[config.mk]
export PLATFORM = sky130hd
export DESIGN_NAME = script_push_opcode_parser_core
export DESIGN_NICKNAME = d
export VERILOG_FILES = /design/src/sv/spop_pkg.sv /design/src/sv/script_push_opcode_parser_core.sv /design/src/sv/spop_front.sv /design/src/sv/spop_queue.sv /design/src/sv/spop_back.sv
export SDC_FILE = /design/constraint.sdc
export NUM_CORES = 1
export LEC_CHECK = 0
export BUFFER_PORTS_ARGS = -buffer_cell sky130_fd_sc_hd__buf_2
export CAP_MARGIN = 20
export CORE_MARGIN = 2
export CORE_UTILIZATION = 35
export DETAILED_ROUTE_END_ITERATION = 12
export PLACE_DENSITY_LB_ADDON = 0.08
export SETUP_SLACK_MARGIN = 0.05
export SLEW_MARGIN = 20
export SYNTH_ARGS = -nofsm -noshare
export SYNTH_HDL_FRONTEND = slang
export SYNTH_SLANG_ARGS = --single-unit
[constraint.sdc]
create_clock -name clk -period 8.3 [get_ports clk]
set_clock_uncertainty 0.05 [all_clocks]
set_input_delay 0.83 -clock clk [delete_from_list [all_inputs] [get_ports clk]]
set_output_delay 0.83 -clock clk [all_outputs]
set_load 0.02 [all_outputs]
[src/sv/spop_pkg.sv]
// shared types and constants for the script push-opcode parser
package spop_pkg;

  // opcode byte boundaries
  localparam logic [7:0] OpZero       = 8'h00;
  localparam logic [7:0] OpLastDirect = 8'h4b;
  localparam logic [7:0] OpPushData1  = 8'h4c;
  localparam logic [7:0] OpPushData2  = 8'h4d;
  localparam logic [7:0] OpPushData4  = 8'h4e;
  localparam logic [7:0] OpInvalid    = 8'hff;

  // byte roles
  localparam logic [1:0] RoleOpcode  = 2'd0;
  localparam logic [1:0] RolePrefix  = 2'd1;
  localparam logic [1:0] RolePayload = 2'd2;
  localparam logic [1:0] RoleDiscard = 2'd3;

  // error codes
  localparam logic [1:0] ErrNone        = 2'd0;
  localparam logic [1:0] ErrLengthShort = 2'd1;
  localparam logic [1:0] ErrPayloadShort = 2'd2;
  localparam logic [1:0] ErrBadOpcode   = 2'd3;

  // entries in the queue between front and back
  localparam int QueueDepth = 2;

  typedef enum logic [1:0] {
    CLS_PLAIN,
    CLS_DIRECT,
    CLS_PREFIX,
    CLS_REJECT
  } byte_class_t;

  typedef struct packed {
    logic [7:0] script_byte;
    logic       end_of_script;
  } in_item_t;

  typedef struct packed {
    logic [1:0]  byte_role;
    logic [7:0]  byte_value;
    logic        instruction_end;
    logic [31:0] push_length;
    logic [1:0]  error_code;
    logic        script_done;
  } out_item_t;

  // classified byte as it travels from front to back
  typedef struct packed {
    logic [7:0]  script_byte;
    logic        end_of_script;
    byte_class_t byte_class;
    logic [2:0]  length_bytes;
  } queue_entry_t;

endpackage

[src/sv/script_push_opcode_parser_core.sv]
// top level of the script push-opcode parser
//
//   channel | direction | handshake             | payload
//   --------+-----------+-----------------------+---------------------------
//   in_     | in        | in_valid / in_stall   | spop_pkg::in_item_t
//   out_    | out       | out_valid / out_stall | spop_pkg::out_item_t
//
// one item per cycle sustained while out_stall stays low, one result item per input item
// a result item is registered: its input item is written into the queue, then the back
// part pops it and loads its result register; out_stall can hold it in the queue meanwhile
// rst_n is synchronous, active low; it clears parse state and the queue
// in_stall rises only when the two-entry queue is full, so a stalled
// output keeps taking items until the queue fills behind it
module script_push_opcode_parser_core #(
  parameter int LENGTH_BITS = 32
) (
  input  logic                clk,
  input  logic                rst_n,
  // input channel: one script byte per item
  input  logic                in_valid,
  output logic                in_stall,
  input  spop_pkg::in_item_t  in_item,
  // result channel: one labelled byte per item
  output logic                out_valid,
  input  logic                out_stall,
  output spop_pkg::out_item_t out_item
);

  // front to queue
  logic                   q_push;
  logic                   q_full;
  spop_pkg::queue_entry_t q_entry;

  // queue to back
  logic                   q_pop;
  logic                   q_head_valid;
  spop_pkg::queue_entry_t q_head;

  // classify each byte as it arrives; no state needed here
  spop_front u_front (
    .in_valid (in_valid),
    .in_item  (in_item),
    .in_stall (in_stall),
    .q_full   (q_full),
    .q_push   (q_push),
    .q_entry  (q_entry)
  );

  // decouples the input handshake from output back-pressure
  spop_queue u_queue (
    .clk        (clk),
    .rst_n      (rst_n),
    .push       (q_push),
    .push_entry (q_entry),
    .full       (q_full),
    .pop        (q_pop),
    .head_valid (q_head_valid),
    .head       (q_head)
  );

  // phase tracking, length decode, payload count, error handling
  spop_back #(
    .LENGTH_BITS (LENGTH_BITS)
  ) u_back (
    .clk        (clk),
    .rst_n      (rst_n),
    .head_valid (q_head_valid),
    .head       (q_head),
    .pop        (q_pop),
    .out_valid  (out_valid),
    .out_stall  (out_stall),
    .out_item   (out_item)
  );

endmodule

[src/sv/spop_front.sv]
// front part: accepts input items and classifies each byte
module spop_front (
  input  logic                  in_valid,
  input  spop_pkg::in_item_t    in_item,
  output logic                  in_stall,
  input  logic                  q_full,
  output logic                  q_push,
  output spop_pkg::queue_entry_t q_entry
);

  logic [7:0] b;

  assign b        = in_item.script_byte;
  assign in_stall = q_full;
  assign q_push   = in_valid && !q_full;

  always_comb begin
    q_entry.script_byte   = b;
    q_entry.end_of_script = in_item.end_of_script;
    q_entry.length_bytes  = 3'd0;
    if (b != spop_pkg::OpZero && b <= spop_pkg::OpLastDirect) begin
      q_entry.byte_class = spop_pkg::CLS_DIRECT;
    end else if (b == spop_pkg::OpPushData1) begin
      q_entry.byte_class   = spop_pkg::CLS_PREFIX;
      q_entry.length_bytes = 3'd1;
    end else if (b == spop_pkg::OpPushData2) begin
      q_entry.byte_class   = spop_pkg::CLS_PREFIX;
      q_entry.length_bytes = 3'd2;
    end else if (b == spop_pkg::OpPushData4) begin
      q_entry.byte_class   = spop_pkg::CLS_PREFIX;
      q_entry.length_bytes = 3'd4;
    end else if (b == spop_pkg::OpInvalid) begin
      q_entry.byte_class = spop_pkg::CLS_REJECT;
    end else begin
      q_entry.byte_class = spop_pkg::CLS_PLAIN;
    end
  end

endmodule

[src/sv/spop_queue.sv]
// short fifo of classified bytes between front and back
module spop_queue (
  input  logic                   clk,
  input  logic                   rst_n,
  input  logic                   push,
  input  spop_pkg::queue_entry_t push_entry,
  output logic                   full,
  input  logic                   pop,
  output logic                   head_valid,
  output spop_pkg::queue_entry_t head
);

  localparam int PtrBits = (spop_pkg::QueueDepth > 1) ? $clog2(spop_pkg::QueueDepth) : 1;
  localparam int CntBits = $clog2(spop_pkg::QueueDepth + 1);
  localparam logic [CntBits-1:0] DepthCnt = CntBits'(spop_pkg::QueueDepth);
  localparam logic [PtrBits-1:0] LastPtr  = PtrBits'(spop_pkg::QueueDepth - 1);

  spop_pkg::queue_entry_t entries_r [spop_pkg::QueueDepth];
  logic [PtrBits-1:0] wr_ptr_r, wr_ptr_nxt;
  logic [PtrBits-1:0] rd_ptr_r, rd_ptr_nxt;
  logic [CntBits-1:0] count_r, count_nxt;

  assign full       = (count_r == DepthCnt);
  assign head_valid = (count_r != '0);
  assign head       = entries_r[rd_ptr_r];

  always_comb begin
    wr_ptr_nxt = wr_ptr_r;
    rd_ptr_nxt = rd_ptr_r;
    count_nxt  = count_r;
    if (push) begin
      wr_ptr_nxt = (wr_ptr_r == LastPtr) ? '0 : wr_ptr_r + 1'b1;
    end
    if (pop) begin
      rd_ptr_nxt = (rd_ptr_r == LastPtr) ? '0 : rd_ptr_r + 1'b1;
    end
    if (push && !pop) begin
      count_nxt = count_r + 1'b1;
    end else if (pop && !push) begin
      count_nxt = count_r - 1'b1;
    end
  end

  always_ff @(posedge clk) begin
    if (!rst_n) begin
      wr_ptr_r <= '0;
      rd_ptr_r <= '0;
      count_r  <= '0;
    end else begin
      wr_ptr_r <= wr_ptr_nxt;
      rd_ptr_r <= rd_ptr_nxt;
      count_r  <= count_nxt;
    end
  end

  always_ff @(posedge clk) begin
    if (push) begin
      entries_r[wr_ptr_r] <= push_entry;
    end
  end

endmodule

[src/sv/spop_back.sv]
// back part: parse state machine and registered result item
module spop_back #(
  parameter int LENGTH_BITS = 32
) (
  input  logic                   clk,
  input  logic                   rst_n,
  input  logic                   head_valid,
  input  spop_pkg::queue_entry_t head,
  output logic                   pop,
  output logic                   out_valid,
  input  logic                   out_stall,
  output spop_pkg::out_item_t    out_item
);

  typedef enum logic [1:0] {
    PH_IDLE,
    PH_LENGTH,
    PH_PAYLOAD
  } phase_t;

  localparam logic [32:0] LenMaxWide = (33'd1 << LENGTH_BITS) - 33'd1;
  localparam logic [31:0] LenMax     = LenMaxWide[31:0];

  phase_t                 phase_r, phase_nxt;
  logic [2:0]             len_left_r, len_left_nxt;
  logic [1:0]             len_pos_r, len_pos_nxt;
  logic [31:0]            len_acc_r, len_acc_nxt;
  logic [LENGTH_BITS-1:0] pay_left_r, pay_left_nxt;
  logic                   failed_r, failed_nxt;
  logic                   out_valid_r;
  spop_pkg::out_item_t    out_item_r, res;

  logic [31:0]            acc_raw;
  logic [31:0]            plen_sat;
  logic [2:0]             len_dec;
  logic [LENGTH_BITS-1:0] pay_dec;
  logic [7:0]             b;
  logic                   eos;

  assign pop       = head_valid && (!out_valid_r || !out_stall);
  assign out_valid = out_valid_r;
  assign out_item  = out_item_r;
  assign b         = head.script_byte;
  assign eos       = head.end_of_script;

  // place the incoming length byte, little-endian
  always_comb begin
    case (len_pos_r)
      2'd0:    acc_raw = len_acc_r | {24'd0, b};
      2'd1:    acc_raw = len_acc_r | {16'd0, b, 8'd0};
      2'd2:    acc_raw = len_acc_r | {8'd0, b, 16'd0};
      default: acc_raw = len_acc_r | {b, 24'd0};
    endcase
    plen_sat = (acc_raw > LenMax) ? LenMax : acc_raw;
    len_dec  = len_left_r - 3'd1;
    pay_dec  = pay_left_r - 1'b1;
  end

  always_comb begin
    phase_nxt    = phase_r;
    len_left_nxt = len_left_r;
    len_pos_nxt  = len_pos_r;
    len_acc_nxt  = len_acc_r;
    pay_left_nxt = pay_left_r;
    failed_nxt   = failed_r;

    res.byte_role       = spop_pkg::RoleOpcode;
    res.byte_value      = b;
    res.instruction_end = 1'b0;
    res.push_length     = 32'd0;
    res.error_code      = spop_pkg::ErrNone;
    res.script_done     = eos;

    if (failed_r) begin
      res.byte_role = spop_pkg::RoleDiscard;
    end else begin
      unique case (phase_r)
        PH_LENGTH: begin
          res.byte_role   = spop_pkg::RolePrefix;
          res.push_length = plen_sat;
          len_pos_nxt     = len_pos_r + 2'd1;
          len_left_nxt    = len_dec;
          if (len_dec == 3'd0) begin
            len_acc_nxt  = plen_sat;
            pay_left_nxt = plen_sat[LENGTH_BITS-1:0];
            if (plen_sat == 32'd0) begin
              res.instruction_end = 1'b1;
              phase_nxt           = PH_IDLE;
            end else begin
              phase_nxt = PH_PAYLOAD;
              if (eos) begin
                res.error_code = spop_pkg::ErrPayloadShort;
              end
            end
          end else begin
            len_acc_nxt = acc_raw;
            if (eos) begin
              res.error_code = spop_pkg::ErrLengthShort;
            end
          end
        end
        PH_PAYLOAD: begin
          res.byte_role   = spop_pkg::RolePayload;
          res.push_length = len_acc_r;
          pay_left_nxt    = pay_dec;
          if (pay_dec == '0) begin
            res.instruction_end = 1'b1;
            phase_nxt           = PH_IDLE;
          end else if (eos) begin
            res.error_code = spop_pkg::ErrPayloadShort;
          end
        end
        PH_IDLE: begin
          unique case (head.byte_class)
            spop_pkg::CLS_DIRECT: begin
              res.byte_role   = spop_pkg::RolePrefix;
              res.push_length = {24'd0, b};
              len_acc_nxt     = {24'd0, b};
              pay_left_nxt    = LENGTH_BITS'(b);
              phase_nxt       = PH_PAYLOAD;
              if (eos) begin
                res.error_code = spop_pkg::ErrPayloadShort;
              end
            end
            spop_pkg::CLS_PREFIX: begin
              res.byte_role = spop_pkg::RolePrefix;
              len_left_nxt  = head.length_bytes;
              len_pos_nxt   = 2'd0;
              len_acc_nxt   = 32'd0;
              phase_nxt     = PH_LENGTH;
              if (eos) begin
                res.error_code = spop_pkg::ErrLengthShort;
              end
            end
            spop_pkg::CLS_REJECT: begin
              res.byte_role  = spop_pkg::RoleDiscard;
              res.error_code = spop_pkg::ErrBadOpcode;
              failed_nxt     = 1'b1;
            end
            default: begin
              res.instruction_end = 1'b1;
            end
          endcase
        end
        default: begin
          phase_nxt = PH_IDLE;
        end
      endcase
    end

    // end of script returns all parse state to its reset values
    if (eos) begin
      phase_nxt    = PH_IDLE;
      len_left_nxt = 3'd0;
      len_pos_nxt  = 2'd0;
      len_acc_nxt  = 32'd0;
      pay_left_nxt = '0;
      failed_nxt   = 1'b0;
    end
  end

  always_ff @(posedge clk) begin
    if (!rst_n) begin
      phase_r     <= PH_IDLE;
      len_left_r  <= 3'd0;
      len_pos_r   <= 2'd0;
      len_acc_r   <= 32'd0;
      pay_left_r  <= '0;
      failed_r    <= 1'b0;
      out_valid_r <= 1'b0;
      out_item_r  <= '0;
    end else begin
      if (pop) begin
        phase_r     <= phase_nxt;
        len_left_r  <= len_left_nxt;
        len_pos_r   <= len_pos_nxt;
        len_acc_r   <= len_acc_nxt;
        pay_left_r  <= pay_left_nxt;
        failed_r    <= failed_nxt;
        out_valid_r <= 1'b1;
        out_item_r  <= res;
      end else if (!out_stall) begin
        out_valid_r <= 1'b0;
      end
    end
  end

endmodule

==> impl_metrics.yaml, run 1 <==
cts:
  clk_pin_slew_ns: 0.08
  cts_buffers: 17
  post_cts_buffers: 0
  cts_tree: "done"
  root_buffer: "clkbuf_16"
  clock_path_buffers: 2
  cts_sinks: 152
  cts.repair.resized: 0
  hold_buffers: 0
  insertion_delay_ns: 0.44
  h-tree-depth: 4
cells_and_area:
  fin_area_mm2: 0.00939
  layout-area-overhead-vs-synth_pct: 13.4
  fill_cells: 2402
  final_layout_size_suffix_gt1_frac: 0.135
  utilization: 0.402
  finalNetCount: 1027
  diodes: 0
pwr:
  internal-power_w: 0.00174
  switching_share: 0.451
  powerDensity_mw_per_mm2: 339
  p_leak_nw: 3.44
  combPwrFrac: 0.449
  switchingPower_w: 0.00143
  vdd_ir_drop_max_uv: 212
  clkPwrFrac: 0.260
  p_seq_frac: 0.291
synthesis:
  synth.ff_latch_count: 152
  yosysTopAreaCellShare: 0.300
  synth_cells: 985
  synth_largest_area_cell: "dfxtp_1"
  synth.area.top_cells: "dfxtp_1, edfxtp_1, a22oi_1, nand2_1, o21ai_0"
  ys_seq_area_frac: 0.402
  netlist_area_mm2: 0.00828
  async_flop_share: 0
  synthesis.nets: 1011
  synth_top_flop_cell: "dfxtp_1"
  ys_types: 67
  synth_commonest_cells: "dfxtp_1, nand2_1, nor2_1, o21ai_0, clkbuf_1"
  synth_most_common_cell: "dfxtp_1"
  syn_area_per_cell_um2: 8.40
  synth-warning-count: 0
  synth_edf_count: 28
route:
  routed_wirelength_mm: 26.5
  routedWlPerCell_um: 19.9
  post-route-drc-count: 0
  ant_nets: 0
  drt_iter0_drc: 546
  dr.pass1.iters: 5
  viasPerCell: 5.55
  vias: 7404
hold_path:
  holdCritPathClass: "reg2reg"
  min_from: "u_back.out_item[0]"
setup_path:
  end_kind: "register"
  worstSetupStartpointType: "register"
  crit_type: "reg2reg"
  critPathMaxFanout: 9
  reg2reg_from: "u_back.pay_left_r[0]"
  critPathRequiredTime_ns: 8.59
  crit_arrival_ns: 4.33
  startpoint: "u_back.pay_left_r[0]"
grt:
  grt_pass1_wl_mm: 41.4
  grt_pass1_vias: 6814
  grt_start_max_net_pins: 74
  antenna_found_initial: 0
  grt-ovfl-total: 0
  track_usage: 0.218
floorplanning:
  coreArea_mm2: 0.0233
  die_area_mm2: 0.0249
  die_x_um: 158
  ios: 61
  initial_core_util: 0.355
  num_rows: 56
  die_height_um: 158
sta:
  maxSlewViolCount: 0
  worst_hold_slack_ns: 0.434
  slew_headroom: 0.266
  setup_viol: 0
  fin_crit_sh: 0.487
  hold_viol: 0
  rsz0062_at_grt: "false"
  fin_tns_setup_ns: 0
  worst_pin_slew_ns: 1.10
  finalWorstSetupSlack_ns: 4.26
  finalCriticalPeriod_ns: 4.04
  max_freq_ghz: 0.247
placed_design:
  place_congestion: 0.833
  placed_cell_area_mm2: 0.00876
  place_hpwl_mm: 17.6
  numPortBuffers: 60
  pre_cts_ws_ns: 4.35
outcome:
  status: "completed"
job:
  cap_violations: 0
layout by cell type, fill, tap and decap left out, drive strengths merged, types with 33 or more instances in the layout:
master	synthesis	routed
a21boi	33	33
a21oi	49	49
a22oi	51	51
and2	36	36
buf	19	72
dfxtp	124	124
nand2	101	101
nand3	46	46
nor2	65	65
nor2b	50	50
nor3	38	38
o21ai	65	65
state kept, by name, summed over array words and instances, names as in the netlist, named ones only:
name               count
u_queue.entries_r     28
u_back.pay_left_r     32
u_queue.wr_ptr_r       1
u_back.len_left_r      3
u_queue.count_r        2
u_back.len_acc_r      32
u_back.out_valid       1
u_back.out_item       46
u_queue.rd_ptr_r       1
u_back.failed_r        1
u_back.len_pos_r       2
u_back.phase_r         2
layer usage:
layer / routed length [µm] / vias to the layer above / share of wire / GRT usage
li1: - / 3600 / - / -
met4: 529 / 0 / 0.020 / 0.0667
met2: 12300 / 183 / 0.46 / 0.350
met5: 0 / - / 0 / 0
met1: 12400 / 3592 / 0.47 / 0.303
met3: 1240 / 29 / 0.047 / 0.0334
kinds of logic after synthesis:
logic type                 count (synthesis)  share of synthesized area
muxes                                     22                     0.0286
adders and majority gates                 13                     0.0197
DFF                                      152                      0.402
AOI/OAI and AO/OA                        266                      0.215
buffers and inverters                     92                     0.0469
and+or+nand+nor                          409                      0.255
xor gates and xnor gates                  31                     0.0328
metrics by stage:
| step | cells | power, W |
|---|---|---|
| final | 1333 | 0.00318 |
| after detailed placement | 1301 | 0.00236 |
| after floorplan | 985 | 0.00195 |
| after global routing | 1333 | 0.00337 |
| after CTS | 1333 | 0.00320 |
| after global placement | 1301 | 0.00238 |
worst paths after layout:
kind              slack, ns                 end  cells past startpoint
hold / removal         0.43  u_back.out_item[0]                      2
hold reg to reg        0.43  u_back.out_item[0]                      2
setup reg to reg       4.26  u_back.out_item[2]                     10
setup / recovery       4.26  u_back.out_item[2]                     10
worst max-delay path: stages (launching register included):
cell,delay (ns)
dfxtp_1,0.39
inv_1,0.09
ha_1,0.33
nor4b_2,0.49
nand3_1,0.35
nor4b_2,0.32
xor2_1,0.15
or4b_2,0.69
nor4_1,0.73
nor4_1,0.15
o21a_1,0.21
power groups by stage:
| stage | logic [W] | registers [W] | clock network (W) |
|---|---|---|---|
| after CTS | 0.00143 | 0.000924 | 0.000846 |
| after global placement | 0.00143 | 0.000941 | 0 |
| after global routing | 0.00157 | 0.000936 | 0.000869 |
| final | 0.00143 | 0.000924 | 0.000827 |
| after floorplan | 0.000993 | 0.000953 | 0 |
| after detailed placement | 0.00142 | 0.000940 | 0 |
area by class of cell:
cell class | instances | area (µm²) | area share
Inverter | 17 | 63.8 | 0.00680
Multi-Input combinational cell | 741 | 4590 | 0.489
Sequential cell | 152 | 3320 | 0.354
Timing Repair Buffer | 72 | 393 | 0.0419
Clock buffer | 17 | 425 | 0.0453
Clock inverter | 15 | 196 | 0.0209
Tap cell | 319 | 399 | 0.0425
No activity file was read; power rests on OpenSTA's default activity.
==> run 2: changes to the inputs <==
==> constraint.sdc (replaced) <==
create_clock -name clk -period 3.47 [get_ports clk]
set_clock_uncertainty 0.05 [all_clocks]
set_input_delay 0.347 -clock clk [delete_from_list [all_inputs] [get_ports clk]]
set_output_delay 0.347 -clock clk [all_outputs]
set_load 0.02 [all_outputs]
==> impl_metrics.yaml, run 2 (synthesis results as in run 1) <==
floorplanning:
  die_height_um: 158
  die_area_mm2: 0.0249
  num_rows: 56
  coreArea_mm2: 0.0233
  initial_core_util: 0.355
  die_x_um: 158
  ios: 61
setup_path:
  worstSetupStartpointType: "register"
  critPathMaxFanout: 26
  crit_arrival_ns: 3.51
  path_buf_inv: 1
  regToRegSetupSlack_ns: 0.23
  critPathRequiredTime_ns: 3.74
  crit_chain: "inv_1, ha_1, or4_4, a22oi_1, nand2_1, nor3_1, nand4_1, nor4_4, o41ai_1, o21a_1"
  max_stage_delay_ns: 0.70
  critical-path-slowest-cell: "or4_4"
  crit_type: "reg2reg"
  end_kind: "register"
  critical-path-top-delay-family: "simple AND/OR/NAND/NOR gates"
cells_and_area:
  diodes: 0
  finalNetCount: 1053
  fin_area_mm2: 0.00961
  final_cell_mix: "dfxtp_1, nand2_1, nor2_1, o21ai_0, buf_2"
  largest_reg_flops: 46
  final_common_cell: "dfxtp_1"
  layout-area-overhead-vs-synth_pct: 16.2
  final_layout_size_suffix_gt1_frac: 0.155
sta:
  hold_viol: 0
  fin_crit_sh: 0.933
  fin_tns_setup_ns: 0
  maxSlewViolCount: 0
  worst_pin_slew_ns: 1.02
  slew_headroom: 0.316
  rsz0062_at_grt: "false"
  setup_viol: 0
  max_freq_ghz: 0.309
  finalCriticalPeriod_ns: 3.24
route:
  routed_wirelength_mm: 27.3
  routedWlPerCell_um: 20.1
  drt_iter0_drc: 666
  viasPerCell: 5.53
  vias: 7514
  dr.pass1.iters: 7
  ant_nets: 0
  post-route-drc-count: 0
grt:
  grt-ovfl-total: 0
  grt_pass1_vias: 7191
  grt_pass1_wl_mm: 42.9
  track_usage: 0.228
  grt_start_max_net_pins: 84
  antenna_found_initial: 0
cts:
  cts_tree: "done"
  insertion_delay_ns: 0.43
  clock_path_buffers: 2
  root_buffer: "clkbuf_16"
  h-tree-depth: 4
  hold_buffers: 0
  cts_buffers: 17
  post_cts_buffers: 0
  cts_sinks: 152
  clk_pin_slew_ns: 0.07
pwr:
  powerDensity_mw_per_mm2: 817
  vdd_ir_drop_max_uv: 436
  p_leak_nw: 3.59
placed_design:
  placed_cell_area_mm2: 0.00897
  numPortBuffers: 60
  place_congestion: 0.841
  place_hpwl_mm: 19.0
job:
  cap_violations: 0
hold_path:
  holdCritPathClass: "in2reg"
outcome:
  status: "completed"
[run 2: metrics by stage]
step	power (W)	hold WS [ns]	utilization	cells	setup slack [ns]
finish	0.00786	0.0564	0.412	1359	0.233
global route	0.00837	0.0467	0.412	1359	0.000948
CTS	0.00791	0.0413	0.411	1359	0.197
detailed placement	0.00586	0.414	0.384	1327	0.225
global placement	0.00589	0.407	0.384	1327	0.293
floorplan	0.00466	0.396	-	985	0.538
[run 2: repair_timing]
| item | 4_1_cts | 5_1_grt |
|---|---|---|
| setup endpoints to repair | 0 | 2 |
| gates resized for setup | 0 | 2 |
| hold endpoints to repair | 0 | 0 |
[run 2: worst paths after layout]
path / startpoint / to / cells past startpoint
hold reg to reg: u_back.out_item[0] / u_back.out_item[0] / 2
setup / recovery: u_back.len_pos_r[0] / u_back.out_item[2] / 10
setup reg to reg: u_back.len_pos_r[0] / u_back.out_item[2] / 10
hold / removal: in_item[0] / u_queue.entries_r[0][5] / 1
[run 2: layer usage]
metal | GRT usage | share of wire | vias up
met2 | 0.362 | 0.46 | 219
met3 | 0.0416 | 0.055 | 41
met1 | 0.309 | 0.45 | 3617
met4 | 0.0823 | 0.029 | 0
met5 | 0 | 0 | -
li1 | - | - | 3637
[run 2: area by class of cell]
type | instances | area, µm²
clock buffers | 17 | 425
clock inverters | 15 | 205
fillers | 2421 | 13700
inverters | 17 | 63.8
multi-input cells | 741 | 4600
flip-flops and latches | 152 | 3320
well taps | 319 | 399
repair buffers | 98 | 601
[run 2: report_power, final]
part | leakage (nW) | switching [W] | total, W | internal [W]
logic | 2.01 | 0.00243 | 0.00365 | 0.00122
registers | 1.27 | 0.000167 | 0.00219 | 0.00202
clock network | 0.310 | 0.000854 | 0.00202 | 0.00117
